==> config.mk <==
export PLATFORM = sky130hd
export DESIGN_NAME = schema_record_stream_decoder
export DESIGN_NICKNAME = d
export VERILOG_FILES = /design/src/hw/rtl/srsd_pkg.sv /design/src/hw/rtl/srsd_fifo.sv /design/src/hw/rtl/srsd_decode.sv /design/src/hw/rtl/schema_record_stream_decoder.sv
export VERILOG_INCLUDE_DIRS = /design/src /design/src/hw/rtl
export SDC_FILE = /design/constraint.sdc
export NUM_CORES = 1
export LEC_CHECK = 0
export BUFFER_PORTS_ARGS = -buffer_cell sky130_fd_sc_hd__buf_2
export CELL_PAD_IN_SITES_DETAIL_PLACEMENT = 0
export CELL_PAD_IN_SITES_GLOBAL_PLACEMENT = 2
export CORE_UTILIZATION = 47
export CTS_BUF_LIST = sky130_fd_sc_hd__clkbuf_8
export CTS_CLUSTER_SIZE = 28
export DETAILED_ROUTE_END_ITERATION = 7
export PLACE_DENSITY_LB_ADDON = 0.1
export SLEW_MARGIN = 20
export SYNTH_ARGS = -nofsm -noshare
export SYNTH_HDL_FRONTEND = slang
export SYNTH_SLANG_ARGS = --single-unit
==> constraint.sdc <==
create_clock -name clk -period 15.4 [get_ports clk]
set_input_delay 4.62 -clock clk [delete_from_list [all_inputs] [get_ports clk]]
set_output_delay 4.62 -clock clk [all_outputs]
set_load 0.01 [all_outputs]
==> src/hw/rtl/assert_macros.svh <==
// Assertion helpers, clocked on clk and disabled during reset
`ifndef ASSERT_MACROS_SVH
`define ASSERT_MACROS_SVH

// Property must hold at every clock edge out of reset
`define ASSERT_CLK(label, prop, msg) \
    label: assert property (@(posedge clk) disable iff (!rst_n) prop) else $error(msg);

// Condition must never be seen at a clock edge out of reset
`define ASSERT_NEVER(label, cond, msg) \
    label: assert property (@(posedge clk) disable iff (!rst_n) !(cond)) else $error(msg);

`endif

==> src/hw/rtl/srsd_pkg.sv <==
package srsd_pkg;

    localparam int unsigned BYTE_W   = 8;
    localparam int unsigned WORD_W   = 64;
    localparam int unsigned LEN_W    = 16;
    localparam int unsigned COL_W    = 3;
    localparam int unsigned CCOUNT_W = 4;
    localparam int unsigned BCNT_W   = 3;

    typedef enum logic [2:0] {
        PH_HEADER,
        PH_INT,
        PH_TLEN,
        PH_TEXT,
        PH_DONE,
        PH_DROP
    } phase_t;

    localparam logic [1:0] KIND_INT    = 2'd0;
    localparam logic [1:0] KIND_TLEN   = 2'd1;
    localparam logic [1:0] KIND_TEXT   = 2'd2;
    localparam logic [1:0] KIND_STATUS = 2'd3;

    localparam logic [1:0] ST_OK      = 2'd0;
    localparam logic [1:0] ST_CORRUPT = 2'd1;
    localparam logic [1:0] ST_INVALID = 2'd2;

    localparam logic [1:0] REG_COL_TOTAL    = 2'd0;
    localparam logic [1:0] REG_TEXT_COLUMNS = 2'd1;
    localparam logic [1:0] REG_MAX_LEN_LOW  = 2'd2;
    localparam logic [1:0] REG_MAX_LEN_HIGH = 2'd3;

    typedef struct packed {
        logic [BYTE_W-1:0] in_byte;
        logic              final_byte;
    } in_item_t;

    typedef struct packed {
        logic [1:0]               kind;
        logic [COL_W-1:0]         column;
        logic signed [WORD_W-1:0] value;
        logic                     record_end;
        logic [1:0]               status;
    } out_item_t;

    typedef struct packed {
        logic [CCOUNT_W-1:0] col_total;
        logic [7:0]          text_columns;
        logic [WORD_W-1:0]   max_len_low;
        logic [WORD_W-1:0]   max_len_high;
    } cfg_t;

endpackage

==> src/hw/rtl/srsd_fifo.sv <==
module srsd_fifo #(
    parameter int unsigned DEPTH = 2,
    parameter type data_t = logic
) (
    input  logic  clk,
    input  logic  rst_n,
    input  logic  wr_en,
    input  data_t wr_data,
    output logic  full,
    input  logic  rd_en,
    output data_t rd_data,
    output logic  empty
);

    localparam int unsigned PTR_W = (DEPTH > 1) ? $clog2(DEPTH) : 1;
    localparam int unsigned CNT_W = $clog2(DEPTH + 1);
    localparam logic [PTR_W-1:0] LAST = PTR_W'(DEPTH - 1);

    data_t            mem [DEPTH];
    logic [PTR_W-1:0] wr_ptr_reg;
    logic [PTR_W-1:0] wr_ptr_next;
    logic [PTR_W-1:0] rd_ptr_reg;
    logic [PTR_W-1:0] rd_ptr_next;
    logic [CNT_W-1:0] count_reg;
    logic [CNT_W-1:0] count_next;
    logic             do_wr;
    logic             do_rd;

    assign full    = (count_reg == CNT_W'(DEPTH));
    assign empty   = (count_reg == '0);
    assign rd_data = mem[rd_ptr_reg];
    assign do_wr   = wr_en && !full;
    assign do_rd   = rd_en && !empty;

    always_comb
    begin
        wr_ptr_next = wr_ptr_reg;
        rd_ptr_next = rd_ptr_reg;
        count_next  = count_reg;
        if (do_wr)
        begin
            wr_ptr_next = (wr_ptr_reg == LAST) ? '0 : wr_ptr_reg + 1'b1;
        end
        if (do_rd)
        begin
            rd_ptr_next = (rd_ptr_reg == LAST) ? '0 : rd_ptr_reg + 1'b1;
        end
        if (do_wr && !do_rd)
        begin
            count_next = count_reg + 1'b1;
        end
        else if (do_rd && !do_wr)
        begin
            count_next = count_reg - 1'b1;
        end
    end

    always_ff @(posedge clk or negedge rst_n)
    begin
        if (!rst_n)
        begin
            wr_ptr_reg <= '0;
            rd_ptr_reg <= '0;
            count_reg  <= '0;
        end
        else
        begin
            wr_ptr_reg <= wr_ptr_next;
            rd_ptr_reg <= rd_ptr_next;
            count_reg  <= count_next;
        end
    end

    always_ff @(posedge clk)
    begin
        if (do_wr)
        begin
            mem[wr_ptr_reg] <= wr_data;
        end
    end

endmodule

==> src/hw/rtl/srsd_decode.sv <==
module srsd_decode #(
    parameter int unsigned MAX_COLUMNS = 8
) (
    input  logic               clk,
    input  logic               rst_n,
    input  srsd_pkg::cfg_t     cfg,
    input  logic               in_valid,
    input  srsd_pkg::in_item_t in_data,
    output logic               in_take,
    input  logic               out_full,
    output logic               out_push,
    output srsd_pkg::out_item_t out_data
);

    import srsd_pkg::*;

    phase_t              phase_reg;
    phase_t              phase_next;
    logic [BCNT_W-1:0]   byte_reg;
    logic [BCNT_W-1:0]   byte_next;
    logic [COL_W-1:0]    col_reg;
    logic [COL_W-1:0]    col_next;
    logic [WORD_W-1:0]   word_reg;
    logic [WORD_W-1:0]   word_next;
    logic [LEN_W-1:0]    rem_reg;
    logic [LEN_W-1:0]    rem_next;

    logic                step;
    logic                fin;
    logic [BYTE_W-1:0]   b;
    logic [WORD_W-1:0]   word_lane;
    logic [WORD_W-1:0]   limit_word;
    logic [LEN_W-1:0]    limit;
    logic                bad_count;
    logic                do_fail;
    logic [1:0]          fail_status;
    logic                do_finish;
    logic [1:0]          fin_kind;
    logic [WORD_W-1:0]   fin_value;
    logic [CCOUNT_W-1:0] next_col;
    logic                complete;

    assign step     = in_valid && !out_full;
    assign in_take  = step;
    assign fin      = in_data.final_byte;
    assign b        = in_data.in_byte;

    assign limit_word = col_reg[2] ? cfg.max_len_high : cfg.max_len_low;
    assign limit      = limit_word[{col_reg[1:0], 4'b0000} +: LEN_W];
    assign bad_count  = (cfg.col_total == '0)
                     || (32'(cfg.col_total) > 32'(MAX_COLUMNS));
    assign next_col   = {1'b0, col_reg} + CCOUNT_W'(1);
    assign complete   = (next_col >= cfg.col_total);

    always_comb
    begin
        word_lane = word_reg;
        word_lane[{byte_reg, 3'b000} +: BYTE_W] = b;
    end

    always_comb
    begin
        phase_next  = phase_reg;
        byte_next   = byte_reg;
        col_next    = col_reg;
        word_next   = word_reg;
        rem_next    = rem_reg;
        do_fail     = 1'b0;
        fail_status = ST_CORRUPT;
        do_finish   = 1'b0;
        fin_kind    = KIND_INT;
        fin_value   = '0;
        out_push    = 1'b0;
        out_data    = '0;

        if (step)
        begin
            if (phase_reg == PH_DROP)
            begin
                if (fin)
                begin
                    phase_next = PH_HEADER;
                    byte_next  = '0;
                    col_next   = '0;
                    word_next  = '0;
                    rem_next   = '0;
                end
            end
            else if (bad_count)
            begin
                do_fail     = 1'b1;
                fail_status = ST_INVALID;
            end
            else
            begin
                case (phase_reg)
                    PH_HEADER:
                    begin
                        word_next = word_lane;
                        if (byte_reg >= BCNT_W'(3))
                        begin
                            if ((word_lane[31:0] != {28'b0, cfg.col_total}) || fin)
                            begin
                                do_fail = 1'b1;
                            end
                            else
                            begin
                                col_next   = '0;
                                phase_next = cfg.text_columns[0] ? PH_TLEN : PH_INT;
                                byte_next  = '0;
                                word_next  = '0;
                            end
                        end
                        else
                        begin
                            byte_next = byte_reg + 1'b1;
                            do_fail   = fin;
                        end
                    end
                    PH_INT:
                    begin
                        word_next = word_lane;
                        if (byte_reg == BCNT_W'(7))
                        begin
                            do_finish = 1'b1;
                            fin_kind  = KIND_INT;
                            fin_value = word_lane;
                        end
                        else
                        begin
                            byte_next = byte_reg + 1'b1;
                            do_fail   = fin;
                        end
                    end
                    PH_TLEN:
                    begin
                        word_next = word_lane;
                        if (byte_reg < BCNT_W'(3))
                        begin
                            byte_next = byte_reg + 1'b1;
                            do_fail   = fin;
                        end
                        else if (word_lane[31:0] > {16'b0, limit})
                        begin
                            do_fail     = 1'b1;
                            fail_status = ST_INVALID;
                        end
                        else if (word_lane[31:0] == '0)
                        begin
                            do_finish = 1'b1;
                            fin_kind  = KIND_TLEN;
                            fin_value = '0;
                        end
                        else if (fin)
                        begin
                            do_fail = 1'b1;
                        end
                        else
                        begin
                            rem_next            = word_lane[LEN_W-1:0];
                            phase_next          = PH_TEXT;
                            out_push            = 1'b1;
                            out_data.kind       = KIND_TLEN;
                            out_data.column     = col_reg;
                            out_data.value      = {32'b0, word_lane[31:0]};
                            out_data.record_end = 1'b0;
                            out_data.status     = ST_OK;
                        end
                    end
                    PH_TEXT:
                    begin
                        if (rem_reg <= LEN_W'(1))
                        begin
                            rem_next  = '0;
                            do_finish = 1'b1;
                            fin_kind  = KIND_TEXT;
                            fin_value = {56'b0, b};
                        end
                        else
                        begin
                            rem_next = rem_reg - 1'b1;
                            if (fin)
                            begin
                                do_fail = 1'b1;
                            end
                            else
                            begin
                                out_push            = 1'b1;
                                out_data.kind       = KIND_TEXT;
                                out_data.column     = col_reg;
                                out_data.value      = {56'b0, b};
                                out_data.record_end = 1'b0;
                                out_data.status     = ST_OK;
                            end
                        end
                    end
                    default:
                    begin
                        do_fail = 1'b1;
                    end
                endcase
            end

            if (do_finish)
            begin
                if (fin && !complete)
                begin
                    do_fail     = 1'b1;
                    fail_status = ST_CORRUPT;
                end
                else
                begin
                    out_push            = 1'b1;
                    out_data.kind       = fin_kind;
                    out_data.column     = col_reg;
                    out_data.value      = fin_value;
                    out_data.record_end = complete && fin;
                    out_data.status     = ST_OK;
                    if (complete)
                    begin
                        if (fin)
                        begin
                            phase_next = PH_HEADER;
                            byte_next  = '0;
                            col_next   = '0;
                            word_next  = '0;
                            rem_next   = '0;
                        end
                        else
                        begin
                            phase_next = PH_DONE;
                        end
                    end
                    else
                    begin
                        col_next   = next_col[COL_W-1:0];
                        phase_next = cfg.text_columns[next_col[COL_W-1:0]] ? PH_TLEN : PH_INT;
                        byte_next  = '0;
                        word_next  = '0;
                    end
                end
            end

            if (do_fail)
            begin
                out_push            = 1'b1;
                out_data.kind       = KIND_STATUS;
                out_data.column     = col_reg;
                out_data.value      = '0;
                out_data.record_end = 1'b1;
                out_data.status     = fail_status;
                if (fin)
                begin
                    phase_next = PH_HEADER;
                    byte_next  = '0;
                    col_next   = '0;
                    word_next  = '0;
                    rem_next   = '0;
                end
                else
                begin
                    phase_next = PH_DROP;
                end
            end
        end
    end

    always_ff @(posedge clk or negedge rst_n)
    begin
        if (!rst_n)
        begin
            phase_reg <= PH_HEADER;
            byte_reg  <= '0;
            col_reg   <= '0;
            word_reg  <= '0;
            rem_reg   <= '0;
        end
        else
        begin
            phase_reg <= phase_next;
            byte_reg  <= byte_next;
            col_reg   <= col_next;
            word_reg  <= word_next;
            rem_reg   <= rem_next;
        end
    end

endmodule

==> src/hw/rtl/schema_record_stream_decoder.sv <==
// Length-prefixed record decoder, one encoded byte per item.
// Input side is a queue: write an item with push while full is low; final_byte
// marks the last byte of the encoded buffer.
// Result side is a queue: while empty is low the oldest result sits on result;
// pop takes it. Header bytes and most length bytes give no result.
// Schema registers are written through cfg_write/cfg_index/cfg_data (index 0
// column count, 1 text column mask, 2 and 3 the packed 16-bit text length
// limits); the user must write them only while no record is in flight, which
// the block itself does not enforce. Throughput: one byte per cycle while the
// output queue is not full. A byte is registered in the input queue, decoded
// combinationally, and its result is registered in the output queue, where pop
// can take it.
// When pop stays low the 2-entry output queue fills, decoding halts and the
// 2-entry input queue fills, so full rises; nothing is dropped.
// Reset clears both queues and the decoder, and sets the schema to one
// integer column with all text limits at zero.
`include "assert_macros.svh"

module schema_record_stream_decoder #(
    parameter int unsigned MAX_COLUMNS = 8
) (
    input  logic                clk,
    input  logic                rst_n,
    input  logic                push,
    output logic                full,
    input  srsd_pkg::in_item_t  item,
    output logic                empty,
    input  logic                pop,
    output srsd_pkg::out_item_t result,
    input  logic                cfg_write,
    input  logic [1:0]          cfg_index,
    input  logic [63:0]         cfg_data
);

    import srsd_pkg::*;

    cfg_t      cfg_reg;
    logic      in_empty;
    logic      in_take;
    in_item_t  in_head;
    logic      out_full;
    logic      out_push;
    out_item_t out_data;
    logic      err_head;
    logic      err_closed;

    always_ff @(posedge clk or negedge rst_n)
    begin
        if (!rst_n)
        begin
            cfg_reg.col_total    <= CCOUNT_W'(1);
            cfg_reg.text_columns <= '0;
            cfg_reg.max_len_low  <= '0;
            cfg_reg.max_len_high <= '0;
        end
        else if (cfg_write)
        begin
            case (cfg_index)
                REG_COL_TOTAL:    cfg_reg.col_total    <= cfg_data[CCOUNT_W-1:0];
                REG_TEXT_COLUMNS: cfg_reg.text_columns <= cfg_data[7:0];
                REG_MAX_LEN_LOW:  cfg_reg.max_len_low  <= cfg_data;
                REG_MAX_LEN_HIGH: cfg_reg.max_len_high <= cfg_data;
                default:          cfg_reg <= cfg_reg;
            endcase
        end
    end

    srsd_fifo #(
        .DEPTH  (2),
        .data_t (in_item_t)
    ) u_in_q (
        .clk     (clk),
        .rst_n   (rst_n),
        .wr_en   (push),
        .wr_data (item),
        .full    (full),
        .rd_en   (in_take),
        .rd_data (in_head),
        .empty   (in_empty)
    );

    srsd_decode #(
        .MAX_COLUMNS (MAX_COLUMNS)
    ) u_decode (
        .clk      (clk),
        .rst_n    (rst_n),
        .cfg      (cfg_reg),
        .in_valid (!in_empty),
        .in_data  (in_head),
        .in_take  (in_take),
        .out_full (out_full),
        .out_push (out_push),
        .out_data (out_data)
    );

    srsd_fifo #(
        .DEPTH  (2),
        .data_t (out_item_t)
    ) u_out_q (
        .clk     (clk),
        .rst_n   (rst_n),
        .wr_en   (out_push),
        .wr_data (out_data),
        .full    (out_full),
        .rd_en   (pop),
        .rd_data (result),
        .empty   (empty)
    );

    assign err_head   = !empty && (result.status != ST_OK);
    assign err_closed = (result.kind == KIND_STATUS) && result.record_end;

    `ASSERT_NEVER(a_out_overflow, out_push && out_full, "result pushed into full queue")
    `ASSERT_NEVER(a_take_empty, in_take && in_empty, "decoder took from empty queue")
    `ASSERT_CLK(a_error_shape, err_head |-> err_closed, "error result not closing record")

endmodule

==> reports/results.ini <==
[clock_tree]
h-tree-depth = 3
cts_hold_buf = 0
cts_tree = done
clk_pin_slew_worst_paths_ns = 0.06
clockBufferDepth = 3
clock_latency_ns = 0.63
cts_sinks = 399
post_cts_buffers = 0
numCtsBuffers = 69
cts_resized = 0
cts-root-buf = clkbuf_8

[synth]
synth_seq_area_share = 0.564
syn-cell-area_um2 = 19100
synthTopCellsByCount = dfrtp_1, mux2_2, edfxtp_1, nor2_1, a21oi_1
yosys.area.top_type = dfrtp_1
yosysMostFrequentCell = dfrtp_1
synth_nets = 1625
yosys-top-cells-area = dfrtp_1, edfxtp_1, mux2_2, mux4_2, nor2_1
ys_warn_count = 0
synth_edf_count = 162
syn_area_per_cell_um2 = 12.6
synth_top_flop_cell = dfrtp_1
syn-instance-count = 1513
ys_types = 84
ys_ff_latch = 399
async_flop_share = 0.594
yosys.area.top_type_share = 0.309

[min_path]
holdCritPathClass = reg2reg

[finish]
largest_reg_flops = 144
drive_gt1_frac = 0.324
num-nets-final = 1785
syn2layout_area_growth_pct = 13.5

[global_routing]
grt_util_met2 = 0.395
grt_pass1_wl_mm = 75.2
busiest_layer = met2
grt_use_met1 = 0.304
overflow = 0
antenna_found_initial = 3
grt_max_degree = 109
grtUsageTotal = 0.239
met3_usage = 0.0479
grt_pass1_vias = 12932

[pwr]
p_clk_frac = 0.237
netSwitchingFraction = 0.368
leakagePower_nw = 8.79
pwr-share-comb = 0.361
intPower_mw = 2.45
power.total_mw = 3.87
p_seq_frac = 0.402
power_density_nw_per_um2 = 178
max-vdd-ir-drop_v = 0.000102
power.switching_mw = 1.42

[route]
first_iter_violations = 794
wire_per_inst_um = 21.7
remaining_drc_errors = 0
dr.pass1.iters = 6
vias = 12874
viasPerCell = 5.72
route.final.wire_length_mm = 48.7
antenna_left = 0

[timing]
min_period_over_period = 0.493
final_max_slew_viol_count = 0
whs_ns = 0.490
layout_setup_ws_ns = 7.80
hold_violations = 0
tightestPinTransition_ns = 1.05
fmax_mhz = 132
fin_crit_ns = 7.60
clock_skew_ns = 0.0315
rsz0062_at_grt = no
slew_headroom = 0.299
finalSetupViolations = 0
setup-tns-final_ns = 0

[outcome]
status = completed

[die]
die_area_um2 = 41500
die_y_um = 204
ios = 154
rows = 73
design.core.area_um2 = 39900
die_w_um = 204
start_util = 0.479

[setup_path]
arrival_ns = 7.83
crit_required_ns = 15.63
end_kind = flop
startpoint_type = flop
rrSetupSlack_ns = 7.80
cp_max_fo = 63
worstSetupPathType = reg2reg

[place]
gp_congestion = 0.900
place_ws_ns = 7.90
portBuffers = 153
dp_hpwl_mm = 32.8

[flow_run]
maxCapViolCount = 0

==> power by group through the flow <==
stage          Clock (mW)  Combinational (mW)  Sequential (mW)
2_1_floorplan           0               0.955             1.52
3_3_place_gp            0                1.39             1.56
3_5_place_dp            0                1.40             1.57
4_1_cts             0.943                1.41             1.55
5_1_grt             0.992                1.52             1.58
6_report            0.917                1.40             1.55
==> worst max-delay path, stage by stage, from the launching register on <==
cell and delay [ns]:
dfrtp_1 0.63, inv_1 0.16, ha_1 0.26, ha_1 0.34, nor4b_4 0.43, nand2_1 0.39
a21oi_1 0.45, inv_1 0.08, ha_1 0.27, and3_1 0.19, a221oi_1 0.30, nor3_1 0.11
a2111oi_2 0.43, o211a_1 0.30, nand3_1 0.69, a21o_1 0.41, a21oi_1 0.43, nor2b_4 0.49
buf_4 0.71
==> area by class of cell <==
cell class                 count  area, µm²
sequential                   399      10800
inverter                      41        154
multi-input combinational    986       7830
timing repair buffer         176        948
fill                        3455      18200
antenna                        2       5.00
tap                          525        657
clock inverter                40        199
clock buffer                  81       1110
==> layout by cell type (no fill, tap or decap), types with 16 or more instances in the layout <==
cell	n
inv_1	68
clkbuf_8	81
o22ai_1	34
o2bb2ai_1	43
mux2i_1	26
mux2_2	214
ha_1	32
buf_4	23
a211oi_1	16
dfrtp_1	234
nor2_1	139
edfxtp_1	162
buf_2	152
mux4_2	34
o21ai_0	60
nor4_1	16
nand2_1	80
a21oi_1	83
==> worst paths after layout <==
check,endpoint,cells after the start,start
max,u_out_q.mem[0][17]$_DFFE_PP_,18,u_decode.byte_reg[0]$_DFFE_PN0P_
min,u_decode.word_reg[35]$_DFFE_PN0P_,1,u_decode.word_reg[35]$_DFFE_PN0P_
max reg2reg,u_out_q.mem[0][17]$_DFFE_PP_,18,u_decode.byte_reg[0]$_DFFE_PN0P_
min reg2reg,u_decode.word_reg[35]$_DFFE_PN0P_,1,u_decode.word_reg[35]$_DFFE_PN0P_
max in group asynchronous,cfg_reg[31]$_DFFE_PN0P_,3,rst_n
min in group asynchronous,u_decode.word_reg[23]$_DFFE_PN0P_,1,rst_n
==> metrics by stage <==
| stage | util | instance area (µm²) | instances |
|---|---|---|---|
| finish | 0.544 | 21700 | 2250 |
| global route | 0.544 | 21700 | 2249 |
| floorplan | - | 19100 | 1513 |
| global placement | 0.511 | 20400 | 2127 |
| detailed placement | 0.511 | 20400 | 2127 |
| CTS | 0.544 | 21700 | 2248 |
==> kinds of logic after synthesis <==
logic type,count (synthesis),share of synthesized area
buffers and inverters,128,0.0273
AO/OA/AOI/OAI,324,0.114
XOR/XNOR,17,0.00778
multiplexers,276,0.181
AND/OR/NAND/NOR,337,0.0849
flip-flops,399,0.564
adder cells (fa/ha/maj),32,0.0209
==> metal layers <==
metal,vias up,share of wire
met5,-,0.00041
met3,85,0.049
met2,349,0.49
met1,6444,0.42
li1,5992,-
met4,4,0.034
Note: power is estimated with default switching activity, not from simulation.
